## src/design/sht_pkg.sv

```systemverilog
`default_nettype none

package sht_pkg;

   localparam int CFG_IDX_W  = 3;
   localparam int CFG_DATA_W = 16;

   // register indexes
   localparam logic [CFG_IDX_W-1:0] CFG_SCREEN_COUNT  = 3'd0;
   localparam logic [CFG_IDX_W-1:0] CFG_SCREEN_WIDTH  = 3'd1;
   localparam logic [CFG_IDX_W-1:0] CFG_SCREEN_HEIGHT = 3'd2;
   localparam logic [CFG_IDX_W-1:0] CFG_FRAME_WIDTH   = 3'd3;
   localparam logic [CFG_IDX_W-1:0] CFG_FRAME_HEIGHT  = 3'd4;

   localparam logic [7:0]  SCREEN_COUNT_RST  = 8'd2;
   localparam logic [15:0] SCREEN_WIDTH_RST  = 16'd800;
   localparam logic [15:0] SCREEN_HEIGHT_RST = 16'd480;
   localparam logic [15:0] FRAME_WIDTH_RST   = 16'd800;
   localparam logic [15:0] FRAME_HEIGHT_RST  = 16'd960;

   localparam logic [31:0] HANDLE_START = 32'h0001_0000;

   // commands
   localparam logic [3:0] CMD_COUNT    = 4'd0;
   localparam logic [3:0] CMD_FBSIZE   = 4'd1;
   localparam logic [3:0] CMD_SCREEN   = 4'd2;
   localparam logic [3:0] CMD_REQ_FLIP = 4'd3;
   localparam logic [3:0] CMD_FLIP     = 4'd4;
   localparam logic [3:0] CMD_CREATE   = 4'd5;
   localparam logic [3:0] CMD_DESTROY  = 4'd6;
   localparam logic [3:0] CMD_QUERY    = 4'd8;

   // status codes
   localparam logic [1:0] ST_OK         = 2'd0;
   localparam logic [1:0] ST_FULL       = 2'd1;
   localparam logic [1:0] ST_BAD_HANDLE = 2'd2;

   typedef struct packed {
      logic [3:0]         command;
      logic [31:0]        usage_word;
      logic signed [31:0] req_width;
      logic signed [31:0] req_height;
      logic [31:0]        handle_in;
      logic signed [31:0] screen_index;
   } sht_req_type;

   typedef struct packed {
      logic [7:0]  count_out;
      logic [15:0] pos_x;
      logic [15:0] pos_y;
      logic [31:0] out_width;
      logic [31:0] out_height;
      logic [31:0] handle_out;
      logic [31:0] stride_out;
      logic [31:0] usage_out;
      logic        flip_result;
      logic [1:0]  status;
   } sht_rsp_type;

   typedef struct packed {
      logic clear_step;
      logic load;
      logic scan_step;
      logic finish;
   } sht_ctl_type;

   typedef struct packed {
      logic clear_last;
      logic req_scan;
      logic scan_end;
      logic out_free;
   } sht_sts_type;

endpackage

`default_nettype wire

```

## src/design/sht_ctrl.sv

```systemverilog
`default_nettype none

module sht_ctrl (
   input  wire logic                 clock,
   input  wire logic                 reset,
   input  wire logic                 req_valid,
   output logic                      req_stall,
   input  wire sht_pkg::sht_sts_type sts,
   output sht_pkg::sht_ctl_type      ctl
);

   import sht_pkg::*;

   localparam logic [1:0] S_CLEAR = 2'd0;
   localparam logic [1:0] S_IDLE  = 2'd1;
   localparam logic [1:0] S_SCAN  = 2'd2;
   localparam logic [1:0] S_DONE  = 2'd3;

   logic [1:0] state_ff;
   logic [1:0] state_in;

   always_comb begin
      state_in = state_ff;
      ctl      = '0;
      case (state_ff)
         S_CLEAR: begin
            ctl.clear_step = 1'b1;
            if (sts.clear_last) begin
               state_in = S_IDLE;
            end
         end
         S_IDLE: begin
            if (req_valid) begin
               ctl.load = 1'b1;
               state_in = sts.req_scan ? S_SCAN : S_DONE;
            end
         end
         S_SCAN: begin
            ctl.scan_step = 1'b1;
            if (sts.scan_end) begin
               state_in = S_DONE;
            end
         end
         S_DONE: begin
            // wait for the output register to free up
            if (sts.out_free) begin
               ctl.finish = 1'b1;
               state_in   = S_IDLE;
            end
         end
         default: begin
            state_in = S_IDLE;
         end
      endcase
   end

   assign req_stall = (state_ff != S_IDLE);

   always_ff @(posedge clock) begin
      if (reset) begin
         state_ff <= S_CLEAR;
      end else begin
         state_ff <= state_in;
      end
   end

endmodule

`default_nettype wire

```

## config.mk

```make
export PLATFORM = sky130hd
export DESIGN_NAME = sht_ctrl
export DESIGN_NICKNAME = d
export VERILOG_FILES = /design/src/design/sht_pkg.sv /design/src/design/sht_ctrl.sv
export SDC_FILE = /design/constraint.sdc
export NUM_CORES = 1
export LEC_CHECK = 0
export BUFFER_PORTS_ARGS = -buffer_cell sky130_fd_sc_hd__buf_2
export CORE_AREA = 5 5 42 44
export CTS_BUF_LIST = sky130_fd_sc_hd__clkbuf_2 sky130_fd_sc_hd__clkbuf_4 sky130_fd_sc_hd__clkbuf_8
export CTS_CLUSTER_SIZE = 16
export DETAILED_ROUTE_END_ITERATION = 10
export DIE_AREA = 0 0 47 49
export MAX_ROUTING_LAYER = met4
export SYNTH_ARGS = -nofsm -noshare
export SYNTH_HDL_FRONTEND = slang
export SYNTH_SLANG_ARGS = --single-unit
export TNS_END_PERCENT = 50
```

## constraint.sdc

```tcl
create_clock -name clock -period 1.3 [get_ports clock]
set_input_delay 0.39 -clock clock [delete_from_list [all_inputs] [get_ports clock]]
set_output_delay 0.39 -clock clock [all_outputs]
set_load 0.05 [all_outputs]
```

==> results of run 1 <==
-- timing repair --
action                                  4_1_cts  5_1_grt
gates resized for setup                      13        2
endpoints found under the setup margin        6        7
pin swaps                                     2        2
buffers inserted                              1        1
-- kinds of logic (layout without fill, tap and decap cells) --
family	after synthesis	after routing	synth area share, %
AOI/OAI and AO/OA	2	2	8.57
DFF	2	2	18.3
and+or+nand+nor	9	9	26.3
muxes	2	2	11.4
buffers and inverters	4	22	6.86
adders and majority gates	5	5	28.6
-- cells in the mapped netlist, drive strengths merged --
cell,n
a31oi,1
and2,2
dfxtp,2
ha,5
inv,4
mux2,1
mux2i,1
nand2b,4
nor2,1
o2111a,1
or2b,2
-- power by group --
group	switching (µW)	internal (µW)
Clock	33.0	102
Combinational	464	441
Sequential	54.2	111
Total	551	654
-- metrics by stage --
stage | TNS (ns) | util, % | instances
finish | -0.694 | 31.7 | 58
global route | -1.02 | 31.7 | 58
CTS | -0.654 | 31.0 | 57
detailed placement | -0.0661 | 26.0 | 53
global placement | -0.0656 | 26.0 | 53
floorplan | -0.0651 | - | 24
-- metal layers --
metal | track usage [%] | up-vias | routed length [µm]
met5 | - | - | 0
met4 | 0 | 0 | 0
met3 | 6.64 | 0 | 81
met2 | 7.47 | 12 | 229
met1 | 5.69 | 91 | 217
li1 | - | 112 | -
-- layout by cell type, fill, tap and decap left out, types with 2 or more instances in the layout --
| master | netlist | routed |
|---|---|---|
| buf_2 | 0 | 6 |
| clkbuf_4 | 0 | 3 |
| or2b_1 | 2 | 2 |
| ha_4 | 0 | 3 |
| dfxtp_4 | 0 | 2 |
| buf_4 | 0 | 4 |
| buf_6 | 0 | 3 |
| nand2b_1 | 4 | 4 |
| buf_8 | 0 | 2 |
| inv_4 | 0 | 2 |
-- worst max-delay path, cell delays in order (launching register included) --
cell	delay (ns)
dfxtp_4	0.36
inv_4	0.04
ha_4	0.16
and2_4	0.14
buf_8	0.14
-- cell type report --
type	count	area (µm²)	share of cell area, %
Sequential cell	2	47.5	10.7
Clock buffer	3	22.5	5.07
Multi-Input combinational cell	18	205	46.2
Tap cell	16	20.0	4.51
Inverter	4	25.0	5.63
Timing Repair Buffer	15	124	27.9
-- path summary, 6_finish.rpt --
kind / endpoint / startpoint / cells after the start / slack, ns
setup / recovery: ctl[2] / state_ff[1]$_SDFFE_PP0P_ / 4 / -0.16
hold / removal: state_ff[1]$_SDFFE_PP0P_ / reset / 3 / 0.48
setup reg to reg: state_ff[0]$_SDFFE_PP0P_ / state_ff[1]$_SDFFE_PP0P_ / 6 / -0.08
hold reg to reg: state_ff[1]$_SDFFE_PP0P_ / state_ff[1]$_SDFFE_PP0P_ / 3 / 0.65
==> flow_summary_export.csv, run 1 <==
group,metric,value,unit
timing,clock_skew,0.00310,ns
die,die_h,49,µm
place,gp_congestion,0.667,
layout,drive_gt1_share,71.4,%
yosys,syn_avg_cell_area,9.12,µm²
timing,rsz0062_at_grt,"yes",
detailed_routing,drt_iter0_drc,1,
clock_tree,clock_latency,0.22,ns
timing,finalWorstSetupSlack,-0.157,ns
die,num_rows,14,
clock_tree,path_clk_slew,0.03,ns
global_route,antenna_found_initial,0,
yosys,synthTopCellsByArea,"ha_1 (29%), dfxtp_1 (18%), nand2b_1 (11%), mux2_4 (6.9%), or2b_1 (6.9%)",
die,core,1400,µm²
layout,fillers,154,
place,dp_hpwl,392,µm
setup_path,worstPathRequired,0.91,ns
layout,synthToLayoutAreaGrowth,103,%
flow_run,drv.max_cap_violation_count,0,
place,place.port_buffers,11,
clock_tree,cts_root_buf,"clkbuf_4",
die,dieArea,2300,µm²
timing,report.final.slew_viol_count,0,
global_route,grt_pass1_vias,216,
yosys,ys_types,13,
yosys,synth_top_area_share,28.6,%
die,die_w,47,µm
detailed_routing,routed_wl,527,µm
detailed_routing,drc,0,
detailed_routing,final_antenna_net_count,0,
yosys,ys_seq_area_share,18.3,%
detailed_routing,wire_per_inst,9.09,µm
timing,max_freq,686,MHz
layout,largest_reg_flops,2,
place,pre_cts_slack,-0.0530,ns
clock_tree,cts_buffers,3,
clock_tree,htree_levels,1,
layout,largest_register,"state_ff",
layout,largest_registers,"state_ff x2",
hold_path,hold_path_class,"input pin to flop",
detailed_routing,vias,215,
power_and_ir_drop,power_per_cell_area,2710,nW/µm²
place,place_area,364,µm²
clock_tree,cts_sinks,2,
yosys,yosysTopAreaCell,"ha_1",
timing,hold_ws,0.481,ns
clock_tree,cts_hold_buf,0,
timing,relSlewSlack,93.1,%
status,status,"finished, violations left",
power_and_ir_drop,total_power,1210,µW
die,num_io_pins,12,
timing,period_needed,1.46,ns
layout,fin_area,444,µm²
power_and_ir_drop,ir_worst_vdd,0.963,mV
layout,diodes,0,
setup_path,worst-path-max-fanout,4,
detailed_routing,firstDrtPassIters,2,
layout,nets,56,
yosys,synth_area,219,µm²
global_route,grt_pass1_wl,834,µm
yosys,synth_seq_cells,2,
setup_path,critPathArrivalTime,1.07,ns
yosys,syn-num-nets,36,
timing,hold_violations,0,
global_route,overflow,0,
setup_path,worstSetupStartpointType,"flop",
timing,fin_crit_sh,112,%
detailed_routing,via_per_inst,3.71,
clock_tree,cts_tree,"yes",
setup_path,endpoint_kind,"output port",
timing,tightest_slew,0.101,ns
yosys,syn_inst,24,
timing,finalSetupViolations,7,
status,violations,"negative setup slack",
clock_tree,clockBufferDepth,2,
global_route,grt_max_degree,5,
die,start_util,15.6,%
setup_path,path_class,"flop to output port",
global_route,grt.total_usage,5.55,%
yosys,yosysWarnings,0,
power_and_ir_drop,p_leak,0.000194,µW
Note: power is estimated with default switching activity, not from simulation.
==> run 2: changes to the inputs <==
--- a/config.mk
+++ b/config.mk
@@ -5,7 +5,7 @@
 export SDC_FILE = /design/constraint.sdc
 export NUM_CORES = 1
 export LEC_CHECK = 0
-export BUFFER_PORTS_ARGS = -buffer_cell sky130_fd_sc_hd__buf_2
+export BUFFER_PORTS_ARGS = -buffer_cell sky130_fd_sc_hd__clkbuf_2
 export CORE_AREA = 5 5 42 44
 export CTS_BUF_LIST = sky130_fd_sc_hd__clkbuf_2 sky130_fd_sc_hd__clkbuf_4 sky130_fd_sc_hd__clkbuf_8
 export CTS_CLUSTER_SIZE = 16
==> flow_summary_export.csv, run 2 (synthesized netlist as in run 1, its figures left out) <==
group,metric,value,unit
status,status,"finished, violations left",
status,violations,"negative setup slack",
place,pre_cts_slack,-0.0710,ns
die,num_io_pins,12,
place,place_area,364,µm²
setup_path,rr_endpoint,"state_ff[0]$_SDFFE_PP0P_",
clock_tree,cts_hold_buf,0,
timing,clock_skew,0.00126,ns
die,die_h,49,µm
setup_path,path_class,"flop to output port",
place,place.port_buffers,11,
hold_path,hold_depth,3,
die,start_util,15.6,%
setup_path,rrSetupSlack,-0.08,ns
timing,report.final.slew_viol_count,0,
layout,synthToLayoutAreaGrowth,122,%
die,core,1400,µm²
layout,largest_registers,"state_ff x2",
detailed_routing,routed_wl,561,µm
place,dp_hpwl,436,µm
layout,drive_gt1_share,76.2,%
hold_path,whs_endpoint,"state_ff[1]$_SDFFE_PP0P_",
global_route,grt.total_usage,5.69,%
layout,largest_register,"state_ff",
timing,finalSetupViolations,6,
clock_tree,path_clk_slew,0.03,ns
global_route,grt_max_degree,5,
detailed_routing,final_antenna_net_count,0,
timing,rsz0062_at_grt,"yes",
global_route,grt_pass1_vias,213,
flow_run,drv.max_cap_violation_count,0,
layout,diodes,0,
power_and_ir_drop,p_leak,0.000216,µW
place,gp_congestion,0.719,
layout,fin_area,485,µm²
clock_tree,htree_levels,1,
setup_path,worst-path-max-fanout,4,
die,dieArea,2300,µm²
layout,largest_reg_flops,2,
layout,fin_cells,58,
hold_path,hold_start,"reset",
clock_tree,cts_buffers,3,
hold_path,hold_path_class,"input pin to flop",
clock_tree,clock_latency,0.22,ns
detailed_routing,drc,0,
power_and_ir_drop,power_per_cell_area,2690,nW/µm²
place,place_inst,53,
timing,period_needed,1.47,ns
die,die_w,47,µm
power_and_ir_drop,total_power,1310,µW
timing,relSlewSlack,88.7,%
clock_tree,cts_tree,"yes",
setup_path,reg2regPathDepth,6,
setup_path,critPathArrivalTime,1.08,ns
layout,final_cell_mix,"clkbuf_2 (6), buf_4 (4)",
timing,finalWorstSetupSlack,-0.172,ns
global_route,grt_pass1_wl,862,µm
power_and_ir_drop,ir_worst_vdd,0.711,mV
detailed_routing,via_per_inst,3.74,
layout,final_common_cell,"clkbuf_2",
setup_path,worstSetupStartpointType,"flop",
timing,max_freq,679,MHz
setup_path,r2r-start,"state_ff[1]$_SDFFE_PP0P_",
clock_tree,clockBufferDepth,2,
timing,fin_crit_sh,113,%
detailed_routing,wire_per_inst,9.67,µm
setup_path,worstPathRequired,0.91,ns
detailed_routing,drt_iter0_drc,0,
timing,hold_violations,0,
timing,tightest_slew,0.169,ns
setup_path,endpoint_kind,"output port",
layout,fillers,156,
clock_tree,cts_sinks,2,
global_route,antenna_found_initial,0,
detailed_routing,vias,217,
detailed_routing,firstDrtPassIters,1,
layout,nets,56,
die,num_rows,14,
global_route,overflow,0,
clock_tree,cts_root_buf,"clkbuf_4",
run 2: cell count changes in the layout (fill, tap and decap cells not counted), moves of 2 or more:
cell / change
clkbuf_16: +2
buf_6: -3
clkbuf_2: +6
buf_2: -6
run 2: per-layer routing:
layer	track usage (%)	vias to the layer above	wire length (µm)
li1	-	114	-
met1	5.68	94	214
met2	7.92	9	286
met4	2.76	0	0
met3	4.43	0	60
met5	-	-	0
run 2: final cells by class:
type,count,area [µm²],share of cell area (%)
multi-input cells,18,215,44.3
repair buffers,15,155,32.0
flip-flops and latches,2,47.5,9.79
inverters,4,25.0,5.15
clock buffers,3,22.5,4.64
well taps,16,20.0,4.12
run 2: worst max path at each step:
stage	startpoint	to	slack, ns	cells after the start
floorplan	state_ff[1]$_SDFFE_PP0P_	state_ff[0]$_SDFFE_PP0P_	-0.04	5
global placement	state_ff[1]$_SDFFE_PP0P_	ctl[2]	-0.06	4
detailed placement	state_ff[1]$_SDFFE_PP0P_	ctl[2]	-0.07	4
CTS	state_ff[1]$_SDFFE_PP0P_	ctl[2]	-0.20	4
global route	state_ff[1]$_SDFFE_PP0P_	ctl[2]	-0.22	4
finish	state_ff[1]$_SDFFE_PP0P_	ctl[2]	-0.17	4
run 2: timing repair:
action                     in CTS  in global routing
pin swaps                       2                  3
setup endpoints to repair       6                  6
gates resized for setup        14                  6
setup buffers                   1                  1
run 2: worst max-delay path, stage by stage (launching register included):
cell and delay, ns:
dfxtp_4 0.36, inv_4 0.04, ha_4 0.16, and2_4 0.14, clkbuf_16 0.16
run 2: through the flow:
| stage | hold WS [ns] | util (%) | setup TNS, ns |
|---|---|---|---|
| CTS | 0.475 | 33.1 | -0.753 |
| global placement | 0.660 | 26.0 | -0.0962 |
| finish | 0.475 | 34.6 | -0.720 |
| detailed placement | 0.661 | 26.0 | -0.112 |
| floorplan | 0.511 | - | -0.0651 |
| global route | 0.489 | 34.6 | -0.958 |
run 2: where the power goes:
| group | internal, µW | switching [µW] | total, µW |
|---|---|---|---|
| sequential | 111 | 51.9 | 163 |
| clock | 102 | 33.4 | 135 |
| combinational | 526 | 483 | 1010 |
| total | 739 | 569 | 1310 |
==> run 3: changes to the inputs <==
--- a/config.mk
+++ b/config.mk
@@ -5,9 +5,9 @@
 export SDC_FILE = /design/constraint.sdc
 export NUM_CORES = 1
 export LEC_CHECK = 0
+export ABC_AREA = 1
 export BUFFER_PORTS_ARGS = -buffer_cell sky130_fd_sc_hd__clkbuf_2
 export CORE_AREA = 5 5 42 44
-export CTS_BUF_LIST = sky130_fd_sc_hd__clkbuf_2 sky130_fd_sc_hd__clkbuf_4 sky130_fd_sc_hd__clkbuf_8
 export CTS_CLUSTER_SIZE = 16
 export DETAILED_ROUTE_END_ITERATION = 10
 export DIE_AREA = 0 0 47 49
==> flow_summary_export.csv, run 3 <==
group,metric,value,unit
status,status,"finished, violations left",
status,violations,"negative setup slack",
detailed_routing,wire_per_inst,7.41,µm
place,gp_congestion,0.677,
power_and_ir_drop,pwr-share-comb,76.3,%
layout,final_cell_mix,"nand2_1 (9), inv_1 (8), nor2_1 (6), clkbuf_2 (6), nand2_2 (4)",
detailed_routing,drt_iter0_drc,3,
clock_tree,cts_hold_buf,0,
yosys,syn-num-nets,51,
clock_tree,cts_root_buf,"clkbuf_4",
setup_path,worst-path-max-fanout,3,
yosys,synth_commonest_cells,"inv_1 (12), nand2_1 (10), nor2_1 (6)",
timing,clock_skew,0.00252,ns
timing,hold_violations,0,
global_route,grt_pass1_wl,993,µm
detailed_routing,final_antenna_net_count,0,
power_and_ir_drop,p_int,611,µW
clock_tree,cts_buffers,3,
layout,fin_area,489,µm²
clock_tree,postCtsSetupBuffers,0,
yosys,synth_area,238,µm²
layout,largest_registers,"state_ff x2",
die,start_util,17.0,%
global_route,grt.total_usage,6.55,%
yosys,synth_top_family_by_area,"simple AND/OR/NAND/NOR gates",
clock_tree,cts_tree,"yes",
yosys,synth_compound_area_share,0,%
yosys,syn_avg_cell_area,6.10,µm²
layout,largest_register,"state_ff",
yosys,synthTopCellsByArea,"ha_1 (26%), inv_1 (19%), dfxtp_1 (17%), nand2_1 (16%), nor2_1 (9.5%)",
clock_tree,clock_latency,0.22,ns
power_and_ir_drop,pwr-share-seq,11.8,%
detailed_routing,vias,262,
global_route,grt_pass1_vias,252,
place,pre_cts_slack,-0.0746,ns
setup_path,path_class,"flop to output port",
timing,hold_ws,0.403,ns
place,place_area,354,µm²
place,dp_hpwl,431,µm
flow_run,drv.max_cap_violation_count,0,
global_route,grt_max_degree,5,
setup_path,worstSetupStartpointType,"flop",
yosys,synth-simple-area-share,37.9,%
power_and_ir_drop,switchingPower,527,µW
timing,period_needed,1.43,ns
global_route,antenna_found_initial,0,
layout,largest_reg_flops,2,
yosys,synth_fa_ha_area_share,26.3,%
setup_path,critPathArrivalTime,1.04,ns
clock_tree,clockBufferDepth,2,
detailed_routing,routed_wl,541,µm
die,die_w,47,µm
layout,nets,71,
setup_path,worstPathRequired,0.91,ns
detailed_routing,via_per_inst,3.59,
timing,max_freq,698,MHz
yosys,synth_top_area_share,26.3,%
yosys,syn_inst,39,
place,place.port_buffers,11,
die,num_rows,14,
yosys,synth_seq_cells,2,
clock_tree,path_clk_slew,0.03,ns
yosys,ys_types,7,
yosys,ys_seq_area_share,16.8,%
yosys,synth_xor_area_share,0,%
layout,final_common_cell,"nand2_1",
setup_path,endpoint_kind,"output port",
yosys,yosysTopAreaCell,"ha_1",
timing,rsz0062_at_grt,"yes",
power_and_ir_drop,p_clk_share,11.8,%
layout,synthToLayoutAreaGrowth,106,%
yosys,synth_most_common_cell,"inv_1",
die,dieArea,2300,µm²
yosys,synth_edf_count,0,
yosys,synth_mux_area_share,0,%
timing,fin_crit_sh,110,%
yosys,ys.flop_type,"dfxtp_1",
power_and_ir_drop,ir_worst_vdd,0.650,mV
power_and_ir_drop,swShare,46.3,%
power_and_ir_drop,p_leak,0.000264,µW
layout,diodes,0,
timing,finalSetupViolations,5,
layout,drive_gt1_share,57.9,%
clock_tree,cts_sinks,2,
power_and_ir_drop,power_per_cell_area,2330,nW/µm²
die,die_h,49,µm
die,core,1400,µm²
yosys,yosysWarnings,0,
detailed_routing,firstDrtPassIters,2,
timing,tightest_slew,0.110,ns
hold_path,hold_path_class,"input pin to flop",
power_and_ir_drop,total_power,1140,µW
global_route,overflow,0,
timing,report.final.slew_viol_count,0,
timing,tns,-0.600,ns
yosys,synthArstFlopShare,0,%
die,num_io_pins,12,
clock_tree,htree_levels,1,
timing,finalWorstSetupSlack,-0.133,ns
detailed_routing,drc,0,
timing,relSlewSlack,92.7,%
-- run 3: through the flow --
stage          util, %  std cells
2_1_floorplan        -         39
3_3_place_gp      25.3         70
3_5_place_dp      25.3         70
4_1_cts           34.7         73
5_1_grt           34.9         73
6_report          34.9         73
-- run 3: cells by family (layout without fill, tap and decap cells) --
kind of cell / Yosys count / after routing
simple gates: 20 / 20
flops: 2 / 2
buf+inv: 12 / 30
fa+ha+maj: 5 / 5
-- run 3: worst paths after layout --
path              slack [ns]                     start  depth (start not counted)                  endpoint
hold / removal          0.40                     reset                          4  state_ff[0]$_SDFFE_PP0P_
setup / recovery       -0.13  state_ff[1]$_SDFFE_PP0P_                          4                    ctl[3]
setup reg to reg        0.12  state_ff[1]$_SDFFE_PP0P_                          9  state_ff[1]$_SDFFE_PP0P_
hold reg to reg         0.54  state_ff[0]$_SDFFE_PP0P_                          2  state_ff[0]$_SDFFE_PP0P_
-- run 3: timing repair --
action | in CTS | in global routing
gates cloned | 0 | 0
pin swaps | 2 | 1
setup endpoints to repair | 5 | 5
resized for setup | 24 | 2
-- run 3: worst max-delay path, cell delays in order, from the launching register on --
cell	delay, ns
dfxtp_2	0.33
inv_2	0.06
buf_6	0.11
ha_4	0.15
clkbuf_16	0.16
-- run 3: power groups by stage --
stage | Clock (µW) | Combinational [µW] | Sequential, µW
6_report | 135 | 869 | 135
5_1_grt | 158 | 947 | 140
4_1_cts | 143 | 869 | 133
3_5_place_dp | 0 | 631 | 113
3_3_place_gp | 0 | 624 | 112
2_1_floorplan | 0 | 487 | 112
-- run 3: cell type report --
| cell class | instances | area [µm²] |
|---|---|---|
| sequential | 2 | 45.0 |
| fill | 158 | 912 |
| timing repair buffer | 15 | 158 |
| multi-input combinational | 25 | 195 |
| clock buffer | 3 | 22.5 |
| tap | 16 | 20.0 |
| inverter | 12 | 48.8 |
-- run 3: metal layers --
metal  GRT usage, %  vias to the layer above  wire (µm)
met5              -                        -          0
met4           4.15                        0          0
met3           5.54                        0         55
met2           8.60                        9        272
met1           6.32                      108        213
li1               -                      145          -
